[src/sv/cst_pkg.sv]
// ----------------------------------------------------------------------------
// Counting semaphore table package
// Operation and status codes and the command kind shared by the front and the
// back of the semaphore table.
// ----------------------------------------------------------------------------
package cst_pkg;

  localparam int ID_W     = 7;
  localparam int STATUS_W = 3;
  localparam int MODE_W   = 2;

  localparam logic [MODE_W-1:0] MODE_CREATE = 2'd0;
  localparam logic [MODE_W-1:0] MODE_WAIT   = 2'd1;
  localparam logic [MODE_W-1:0] MODE_SIGNAL = 2'd2;
  localparam logic [MODE_W-1:0] MODE_DELETE = 2'd3;

  localparam logic [STATUS_W-1:0] ST_OK        = 3'd0;
  localparam logic [STATUS_W-1:0] ST_BAD_ID    = 3'd1;
  localparam logic [STATUS_W-1:0] ST_NOT_EXIST = 3'd2;
  localparam logic [STATUS_W-1:0] ST_TIMEOUT   = 3'd3;
  localparam logic [STATUS_W-1:0] ST_NO_FREE   = 3'd4;

  typedef enum logic [2:0] {
    K_CREATE,
    K_WAIT,
    K_SIGNAL,
    K_DELETE,
    K_BAD
  } cst_kind_e;

  localparam int KIND_W = 3;

endpackage

[src/sv/counting_semaphore_table.sv]
// ----------------------------------------------------------------------------
// Counting semaphore table
// A table of counting semaphores with create, wait, signal and delete.
// ----------------------------------------------------------------------------
// Requests arrive on the s_axis channel: tuser carries the operation and
// tdata the one-based id and the initial and maximum counts. Every request
// produces exactly one word on the m_axis channel with a status code and,
// for a successful create, the new id.
// A request is classified on acceptance and queued in a two-word queue. The
// back end takes one command at a time: in its idle state it pops the
// command and reads the count and limit memory; in its execute state, once
// the output register is free, it applies the update and loads the output
// register. The back end pops no new command until the current one has
// executed, as the registered count memory read comes ahead of its update.
// Reset clears all active marks; counts and limits are written by create.
// While the receiver stalls, the result is held in the output register, the
// queue keeps accepting until full, and then s_axis_tready drops.
// ----------------------------------------------------------------------------
module counting_semaphore_table #(
  parameter int ENTRIES    = 64,
  parameter int COUNT_BITS = 16
) (
  input  logic        clk_i,
  input  logic        rst_ni,
  input  logic        s_axis_tvalid,
  output logic        s_axis_tready,
  input  logic [1:0]  s_axis_tuser,   // mode
  input  logic [39:0] s_axis_tdata,   // sem_id, initial_count, max_count
  output logic        m_axis_tvalid,
  input  logic        m_axis_tready,
  output logic [15:0] m_axis_tdata    // status, new_id
);
  import cst_pkg::*;

  localparam int IdxW = (ENTRIES > 1) ? $clog2(ENTRIES) : 1;
  localparam int QW   = KIND_W + IdxW + 2 * COUNT_BITS;

  logic                  push;
  logic                  full;
  logic                  pop;
  logic                  q_valid;
  cst_kind_e             f_kind;
  logic [IdxW-1:0]       f_idx;
  logic [COUNT_BITS-1:0] f_init;
  logic [COUNT_BITS-1:0] f_lim;
  logic [QW-1:0]         q_wdata;
  logic [QW-1:0]         q_rdata;

  cst_front #(
    .ENTRIES    (ENTRIES),
    .COUNT_BITS (COUNT_BITS),
    .IDX_W      (IdxW)
  ) u_front (
    .s_axis_tvalid (s_axis_tvalid),
    .s_axis_tready (s_axis_tready),
    .s_axis_tuser  (s_axis_tuser),
    .s_axis_tdata  (s_axis_tdata),
    .full_i        (full),
    .push_o        (push),
    .kind_o        (f_kind),
    .idx_o         (f_idx),
    .init_o        (f_init),
    .lim_o         (f_lim)
  );

  assign q_wdata = {f_lim, f_init, f_idx, f_kind};

  cst_fifo #(
    .WIDTH (QW),
    .DEPTH (2)
  ) u_queue (
    .clk_i   (clk_i),
    .rst_ni  (rst_ni),
    .push_i  (push),
    .wdata_i (q_wdata),
    .full_o  (full),
    .pop_i   (pop),
    .valid_o (q_valid),
    .rdata_o (q_rdata)
  );

  cst_back #(
    .ENTRIES    (ENTRIES),
    .COUNT_BITS (COUNT_BITS),
    .IDX_W      (IdxW)
  ) u_back (
    .clk_i         (clk_i),
    .rst_ni        (rst_ni),
    .q_valid_i     (q_valid),
    .q_kind_i      (cst_kind_e'(q_rdata[KIND_W-1:0])),
    .q_idx_i       (q_rdata[KIND_W+IdxW-1:KIND_W]),
    .q_init_i      (q_rdata[KIND_W+IdxW+COUNT_BITS-1:KIND_W+IdxW]),
    .q_lim_i       (q_rdata[QW-1:KIND_W+IdxW+COUNT_BITS]),
    .pop_o         (pop),
    .m_axis_tvalid (m_axis_tvalid),
    .m_axis_tready (m_axis_tready),
    .m_axis_tdata  (m_axis_tdata)
  );

endmodule

[src/sv/cst_ram.sv]
// ----------------------------------------------------------------------------
// Generic RAM
// Single write port, single read port with registered read data.
// ----------------------------------------------------------------------------
module cst_ram #(
  parameter int WIDTH = 32,
  parameter int DEPTH = 64,
  parameter int ADDR_W = (DEPTH > 1) ? $clog2(DEPTH) : 1
) (
  input  logic              clk_i,
  input  logic              we_i,
  input  logic [ADDR_W-1:0] waddr_i,
  input  logic [WIDTH-1:0]  wdata_i,
  input  logic              re_i,
  input  logic [ADDR_W-1:0] raddr_i,
  output logic [WIDTH-1:0]  rdata_o
);

  logic [WIDTH-1:0] mem_q [DEPTH];
  logic [WIDTH-1:0] rdata_q;

  always_ff @(posedge clk_i) begin
    if (we_i) begin
      mem_q[waddr_i] <= wdata_i;
    end
    if (re_i) begin
      rdata_q <= mem_q[raddr_i];
    end
  end

  assign rdata_o = rdata_q;

endmodule

[src/sv/cst_fifo.sv]
// ----------------------------------------------------------------------------
// Command queue
// Short first-in first-out queue that decouples the classifier from the
// executing back end.
// ----------------------------------------------------------------------------
module cst_fifo #(
  parameter int WIDTH = 8,
  parameter int DEPTH = 2
) (
  input  logic             clk_i,
  input  logic             rst_ni,
  input  logic             push_i,
  input  logic [WIDTH-1:0] wdata_i,
  output logic             full_o,
  input  logic             pop_i,
  output logic             valid_o,
  output logic [WIDTH-1:0] rdata_o
);

  localparam int PtrW = (DEPTH > 1) ? $clog2(DEPTH) : 1;
  localparam int CntW = $clog2(DEPTH + 1);

  logic [WIDTH-1:0] slot_q [DEPTH];
  logic [PtrW-1:0]  wr_ptr_q, wr_ptr_d;
  logic [PtrW-1:0]  rd_ptr_q, rd_ptr_d;
  logic [CntW-1:0]  count_q, count_d;

  assign full_o  = (count_q == CntW'(DEPTH));
  assign valid_o = (count_q != '0);
  assign rdata_o = slot_q[rd_ptr_q];

  always_comb begin
    wr_ptr_d = wr_ptr_q;
    rd_ptr_d = rd_ptr_q;
    count_d  = count_q;
    if (push_i) begin
      wr_ptr_d = (wr_ptr_q == PtrW'(DEPTH - 1)) ? '0 : wr_ptr_q + PtrW'(1);
    end
    if (pop_i) begin
      rd_ptr_d = (rd_ptr_q == PtrW'(DEPTH - 1)) ? '0 : rd_ptr_q + PtrW'(1);
    end
    if (push_i && !pop_i) begin
      count_d = count_q + CntW'(1);
    end else if (pop_i && !push_i) begin
      count_d = count_q - CntW'(1);
    end
  end

  always_ff @(posedge clk_i or negedge rst_ni) begin
    if (!rst_ni) begin
      wr_ptr_q <= '0;
      rd_ptr_q <= '0;
      count_q  <= '0;
    end else begin
      wr_ptr_q <= wr_ptr_d;
      rd_ptr_q <= rd_ptr_d;
      count_q  <= count_d;
    end
  end

  always_ff @(posedge clk_i) begin
    if (push_i) begin
      slot_q[wr_ptr_q] <= wdata_i;
    end
  end

  a_count_bound: assert property (@(posedge clk_i) disable iff (!rst_ni)
    count_q <= CntW'(DEPTH))
    else $error("command queue holds more words than its depth");

  a_pop_nonempty: assert property (@(posedge clk_i) disable iff (!rst_ni)
    pop_i |-> valid_o)
    else $error("command queue popped while empty");

endmodule

[src/sv/cst_front.sv]
// ----------------------------------------------------------------------------
// Semaphore table front end
// Accepts request words, checks the id range and turns each word into a
// command for the back end.
// ----------------------------------------------------------------------------
module cst_front #(
  parameter int ENTRIES    = 64,
  parameter int COUNT_BITS = 16,
  parameter int IDX_W      = (ENTRIES > 1) ? $clog2(ENTRIES) : 1
) (
  input  logic                  s_axis_tvalid,
  output logic                  s_axis_tready,
  input  logic [1:0]            s_axis_tuser,   // mode
  input  logic [39:0]           s_axis_tdata,   // sem_id, initial_count, max_count
  input  logic                  full_i,
  output logic                  push_o,
  output cst_pkg::cst_kind_e    kind_o,
  output logic [IDX_W-1:0]      idx_o,
  output logic [COUNT_BITS-1:0] init_o,
  output logic [COUNT_BITS-1:0] lim_o
);
  import cst_pkg::*;

  logic [ID_W-1:0] sem_id;
  logic [15:0]     initial_count;
  logic [15:0]     max_count;
  logic            in_range;

  assign sem_id        = s_axis_tdata[6:0];
  assign initial_count = s_axis_tdata[22:7];
  assign max_count     = s_axis_tdata[38:23];

  assign s_axis_tready = !full_i;
  assign push_o        = s_axis_tvalid && !full_i;

  assign in_range = (sem_id != '0) && (sem_id <= ID_W'(ENTRIES));
  assign idx_o    = IDX_W'(sem_id - ID_W'(1));
  assign init_o   = COUNT_BITS'(initial_count);
  assign lim_o    = COUNT_BITS'(max_count);

  always_comb begin
    unique case (s_axis_tuser)
      MODE_CREATE: kind_o = K_CREATE;
      MODE_WAIT:   kind_o = in_range ? K_WAIT : K_BAD;
      MODE_SIGNAL: kind_o = in_range ? K_SIGNAL : K_BAD;
      MODE_DELETE: kind_o = in_range ? K_DELETE : K_BAD;
      default:     kind_o = K_BAD;
    endcase
  end

endmodule

[src/sv/cst_back.sv]
// ----------------------------------------------------------------------------
// Semaphore table back end
// Holds the active marks and the count and limit memory, executes one
// command at a time and registers its result word.
// ----------------------------------------------------------------------------
module cst_back #(
  parameter int ENTRIES    = 64,
  parameter int COUNT_BITS = 16,
  parameter int IDX_W      = (ENTRIES > 1) ? $clog2(ENTRIES) : 1
) (
  input  logic                  clk_i,
  input  logic                  rst_ni,
  input  logic                  q_valid_i,
  input  cst_pkg::cst_kind_e    q_kind_i,
  input  logic [IDX_W-1:0]      q_idx_i,
  input  logic [COUNT_BITS-1:0] q_init_i,
  input  logic [COUNT_BITS-1:0] q_lim_i,
  output logic                  pop_o,
  output logic                  m_axis_tvalid,
  input  logic                  m_axis_tready,
  output logic [15:0]           m_axis_tdata    // status, new_id
);
  import cst_pkg::*;

  localparam logic S_IDLE = 1'b0;
  localparam logic S_EXEC = 1'b1;
  localparam int   RamW   = 2 * COUNT_BITS;

  logic                  state_q, state_d;
  cst_kind_e             op_kind_q;
  logic [IDX_W-1:0]      op_idx_q;
  logic [COUNT_BITS-1:0] op_init_q;
  logic [COUNT_BITS-1:0] op_lim_q;

  logic [ENTRIES-1:0]    marks_q, marks_d;
  logic [IDX_W-1:0]      free_idx_q, free_idx_d;
  logic                  free_any_q, free_any_d;

  logic                  out_valid_q;
  logic [STATUS_W-1:0]   status_q, status_d;
  logic [ID_W-1:0]       new_id_q, new_id_d;

  logic                  exec_go;
  logic                  ram_we;
  logic [IDX_W-1:0]      ram_waddr;
  logic [RamW-1:0]       ram_wdata;
  logic [RamW-1:0]       ram_rdata;
  logic [COUNT_BITS-1:0] cnt;
  logic [COUNT_BITS-1:0] lmt;

  assign pop_o   = (state_q == S_IDLE) && q_valid_i;
  assign exec_go = (state_q == S_EXEC) && (!out_valid_q || m_axis_tready);
  assign cnt     = ram_rdata[COUNT_BITS-1:0];
  assign lmt     = ram_rdata[RamW-1:COUNT_BITS];

  cst_ram #(
    .WIDTH  (RamW),
    .DEPTH  (ENTRIES),
    .ADDR_W (IDX_W)
  ) u_ram (
    .clk_i   (clk_i),
    .we_i    (ram_we),
    .waddr_i (ram_waddr),
    .wdata_i (ram_wdata),
    .re_i    (pop_o),
    .raddr_i (q_idx_i),
    .rdata_o (ram_rdata)
  );

  // The lowest free entry is kept registered and follows the marks in the cycle after.
  always_comb begin
    free_idx_d = '0;
    for (int i = ENTRIES - 1; i >= 0; i--) begin
      if (!marks_q[i]) begin
        free_idx_d = IDX_W'(i);
      end
    end
    free_any_d = !(&marks_q);
  end

  always_comb begin
    state_d   = state_q;
    marks_d   = marks_q;
    status_d  = ST_OK;
    new_id_d  = '0;
    ram_we    = 1'b0;
    ram_waddr = op_idx_q;
    ram_wdata = {lmt, cnt};
    if (pop_o) begin
      state_d = S_EXEC;
    end
    if (exec_go) begin
      state_d = S_IDLE;
      case (op_kind_q)
        K_CREATE: begin
          if (free_any_q) begin
            marks_d[free_idx_q] = 1'b1;
            new_id_d  = ID_W'(free_idx_q) + ID_W'(1);
            ram_we    = 1'b1;
            ram_waddr = free_idx_q;
            ram_wdata = {op_lim_q, op_init_q};
          end else begin
            status_d = ST_NO_FREE;
          end
        end
        K_DELETE: begin
          marks_d[op_idx_q] = 1'b0;
        end
        K_WAIT: begin
          if (!marks_q[op_idx_q]) begin
            status_d = ST_NOT_EXIST;
          end else if (cnt != '0) begin
            ram_we    = 1'b1;
            ram_wdata = {lmt, cnt - COUNT_BITS'(1)};
          end else begin
            status_d = ST_TIMEOUT;
          end
        end
        K_SIGNAL: begin
          if (!marks_q[op_idx_q]) begin
            status_d = ST_NOT_EXIST;
          end else if (cnt < lmt) begin
            ram_we    = 1'b1;
            ram_wdata = {lmt, cnt + COUNT_BITS'(1)};
          end
        end
        default: begin
          status_d = ST_BAD_ID;
        end
      endcase
    end
  end

  always_ff @(posedge clk_i or negedge rst_ni) begin
    if (!rst_ni) begin
      state_q     <= S_IDLE;
      marks_q     <= '0;
      free_idx_q  <= '0;
      free_any_q  <= 1'b1;
      out_valid_q <= 1'b0;
    end else begin
      state_q    <= state_d;
      marks_q    <= marks_d;
      free_idx_q <= free_idx_d;
      free_any_q <= free_any_d;
      if (exec_go) begin
        out_valid_q <= 1'b1;
      end else if (m_axis_tready) begin
        out_valid_q <= 1'b0;
      end
    end
  end

  always_ff @(posedge clk_i) begin
    if (pop_o) begin
      op_kind_q <= q_kind_i;
      op_idx_q  <= q_idx_i;
      op_init_q <= q_init_i;
      op_lim_q  <= q_lim_i;
    end
    if (exec_go) begin
      status_q <= status_d;
      new_id_q <= new_id_d;
    end
  end

  assign m_axis_tvalid = out_valid_q;
  assign m_axis_tdata  = {6'b0, new_id_q, status_q};

  a_free_tracks_marks: assert property (@(posedge clk_i) disable iff (!rst_ni)
    1'b1 |=> (free_any_q == !(&$past(marks_q))))
    else $error("free entry flag out of step with the active marks");

  a_create_sets_mark: assert property (@(posedge clk_i) disable iff (!rst_ni)
    (exec_go && op_kind_q == K_CREATE && free_any_q) |=> marks_q[$past(free_idx_q)])
    else $error("successful create left its entry inactive");

  a_id_only_on_ok: assert property (@(posedge clk_i) disable iff (!rst_ni)
    out_valid_q |-> ((new_id_q == '0) || (status_q == ST_OK)))
    else $error("nonzero id reported with an error status");

  a_write_in_exec: assert property (@(posedge clk_i) disable iff (!rst_ni)
    ram_we |-> (state_q == S_EXEC))
    else $error("count memory written outside execution");

endmodule
[config.mk]
export PLATFORM = sky130hd
export DESIGN_NAME = counting_semaphore_table
export DESIGN_NICKNAME = d
export VERILOG_FILES = /design/src/sv/cst_pkg.sv /design/src/sv/counting_semaphore_table.sv /design/src/sv/cst_ram.sv /design/src/sv/cst_fifo.sv /design/src/sv/cst_front.sv /design/src/sv/cst_back.sv
export SDC_FILE = /design/constraint.sdc
export NUM_CORES = 2
export LEC_CHECK = 0
export BUFFER_PORTS_ARGS = -buffer_cell sky130_fd_sc_hd__buf_2
export CORE_ASPECT_RATIO = 1.75
export CORE_MARGIN = 4
export CORE_UTILIZATION = 45
export CTS_CLUSTER_SIZE = 16
export DETAILED_ROUTE_END_ITERATION = 7
export GPL_TIMING_DRIVEN = 0
export PLACE_DENSITY = 0.59
export SYNTH_ARGS = -nofsm -noshare
export SYNTH_HDL_FRONTEND = slang
export SYNTH_SLANG_ARGS = --single-unit
[constraint.sdc]
create_clock -name clk_i -period 7 [get_ports clk_i]
set_input_delay 0.35 -clock clk_i [delete_from_list [all_inputs] [get_ports clk_i]]
set_output_delay 0.35 -clock clk_i [all_outputs]
set_load 0.05 [all_outputs]
==> impl_metrics.ini <==
[timing]
fmax_mhz = 142
slew_headroom_pct = -10.6
worst_slew_pin_slew_ns = 1.65
fin_hold_ws_ns = 0.00935
setup_viol = 1
period_minus_slack_ns = 7.06
skew_ns = 0.0502
rsz0062_at_grt = no
drv_slew = 15
finalHoldViolations = 0
tns_ns = -0.0614
period_share_pct = 101
fin_ws_ns = -0.0614

[die]
rows = 220
die_y_microns = 610
die_x_microns = 352
initial_utilization_pct = 45.3
coreArea_sq_um = 206000
io_pins = 64
dieArea_sq_um = 215000

[drt]
wirelength_mm = 332
final_antenna_net_count = 0
detail_route.iter0.violations = 6788
drt_pass1_iterations = 6
viasPerCell = 5.95
num_vias = 63700
drc_errors = 0
detail_route.wl_per_cell_microns = 31.0

[finish]
synthToLayoutAreaGrowth_pct = 15.4
fill_cells = 17300
layout-drive-gt1-share_pct = 8.76
final_cell_area_sq_um = 108000
nets = 7938

[place]
port_buffers = 56
dp_slack_ns = 0.324
dpl.hpwl_mm = 246
routabilityCongestion = 0.961
placed_area_sq_um = 101000

[cts]
cts_made_buffers = 207
clk_transition_reported_paths_ns = 0.06
root_buffer = clkbuf_16
cts.htree.levels = 4
clkSinkCount = 2290
clock_path_buffers = 4
clk_latency_ns = 0.89
tritoncts = built

[setup_path]
crit_path_max_fanout = 10
cp.arrival_ns = 7.71
worstPathRequired_ns = 7.65
worstReg2RegStart = u_queue.rd_ptr_q
crit_type = reg2reg
reg2reg_depth = 13
startpoint = u_queue.rd_ptr_q
cp-end-kind = register
critPathLaunchType = register

[synth]
ys_seq_elements = 2290
synth_top_family_by_area = simple AND/OR/NAND/NOR gates
synth_compound_gate_area_share_pct = 6.08
synth-warning-count = 0
yosysTopAreaCell = edfxtp_1
yosys-top-cells-count = edfxtp_1 (2213), nand2_1 (2153), nand3_1 (1066)
synth_most_common_cell = edfxtp_1
ys_types = 82
synthSimpleGateAreaFrac_pct = 17.0
netlist_area_sq_um = 93200
synth.area.mux_share_pct = 0.754
yosysTopAreaCellShare_pct = 71.3
synth-xor-area-share_pct = 0.179
synthAdderAreaFrac_pct = 0.282
ys.flop_type = edfxtp_1
avgSynthCellArea_sq_um = 12.6
syn_inst = 7394
ys_seq_area_share_pct = 73.4
async_reset_ff_share_pct = 3.36
ys_top_cells_by_area = edfxtp_1 (71%), nand2_1 (8.7%), nand3_1 (5.7%), a311oi_1 (3.3%), dfrtp_1 (2.0%)
synth_edf_count = 2213

[grt]
grt_pass1_vias = 62800
grt_start_max_net_pins = 65
antenna_found_initial = 18
gr-total-overflow = 0
grt_pass1_wl_mm = 462
globalRouteTotalUtil_pct = 30.2

[power_and_ir_drop]
ir_worst_vdd_mv = 0.374
power_density_nw_per_um2 = 466
p_leak_nw = 36.2

[flow_run]
cap_violations = 5

[worst_hold_path]
hp-class = in2async

[outcome]
violations = capacitance limit, slew limit, setup timing
status = finished with violations
==> report_power, final <==
group	internal (W)	total [W]	switching [W]
sequential	0.0183	0.0187	0.000393
clock	0.00611	0.0111	0.00499
combinational	0.00475	0.0202	0.0155
==> metal layers <==
layer | up-vias | part of all wire, % | GRT usage [%]
met5 | - | 0.010 | 0
met4 | 4 | 11 | 28.2
met3 | 908 | 5.7 | 3.36
met2 | 2817 | 50 | 53.2
met1 | 31700 | 32 | 31.3
li1 | 28300 | - | -
==> path summary, 6_finish.rpt <==
| kind | end | slack (ns) |
|---|---|---|
| worst max-delay path | u_back.u_ram.rdata_o[16] | -0.06 |
| worst min-delay path | u_back.marks_q[55] | 0.009 |
| worst max register to register | u_back.u_ram.rdata_o[16] | -0.06 |
| worst min register to register | u_back.m_axis_tvalid | 0.52 |
| max in group asynchronous | u_back.marks_q[17] | 6.33 |
| min in group clk_i | u_queue.slot_q[1][10] | 0.23 |
==> sequential cells by signal, summed over array words and instances (netlist names), 2 cells and up <==
name	flops
u_back.u_ram.mem_q	2048
u_queue.slot_q	82
u_back.marks_q	64
u_back.u_ram.rdata_o	32
u_back.op_init_q	16
u_back.op_lim_q	16
u_back.new_id_q	7
u_back.free_idx_q	6
u_back.op_idx_q	6
u_back.op_kind_q	3
u_back.status_q	3
u_queue.count_q	2
==> worst max-delay path, cell delays in order (launching register included) <==
cell and delay (ns):
dfrtp_1 0.33, clkbuf_1 0.45, mux2i_2 0.21, buf_8 0.20
inv_2 0.41, clkbuf_2 0.77, clkbuf_1 0.91, clkbuf_1 0.48
nand2_1 0.10, a311oi_1 0.62, a311oi_1 0.15, a311oi_1 1.26
nor3_1 0.52, a21oi_1 0.38
==> cell usage in the layout, fill, tap and decap left out, drive strengths merged, types with 23 or more instances in the layout <==
cell	instances
a21oi	93
a311oi	352
a31oi	49
and3	137
buf	263
clkbuf	715
clkinv	79
dfrtp	76
dlygate4sd3	46
edfxtp	2213
inv	56
mux2	42
mux2i	23
nand2	2153
nand3	1066
nor2	134
nor3	60
o21ai	181
==> area by class of cell <==
class,count,area [sq um],share of cell area (%)
diodes,12,30.0,0.0279
plain buffers,503,1970,1.83
clock buffers,258,5480,5.09
clock inverters,107,932,0.867
inverters,51,194,0.180
multi-input cells,4555,23700,22.0
flip-flops and latches,2290,68400,63.6
well taps,2664,3330,3.10
repair buffers,263,3570,3.32
==> per-stage QoR <==
stage	power, W	utilization [%]	instances
after floorplan	0.0282	-	7399
after global placement	0.0380	47.1	10100
after detailed placement	0.0390	48.9	10300
after CTS	0.0500	52.3	10700
after global routing	0.0515	52.3	10700
final	0.0501	52.3	10700
==> logic make-up after synthesis <==
logic type / Yosys count
and+or+nand+nor: 3661
xor gates and xnor gates: 19
DFF: 2290
AOI/OAI and AO/OA: 783
adders and majority gates: 21
other: 1
muxes: 65
buffers and inverters: 554
==> repair_timing <==
item / in CTS / in global routing
setup buffers: 0 / 0
endpoints found under the hold margin: 161 / 0
hold buffers: 46 / 0
gates resized for setup: 0 / 0
Power figures use the tool's default switching activity.
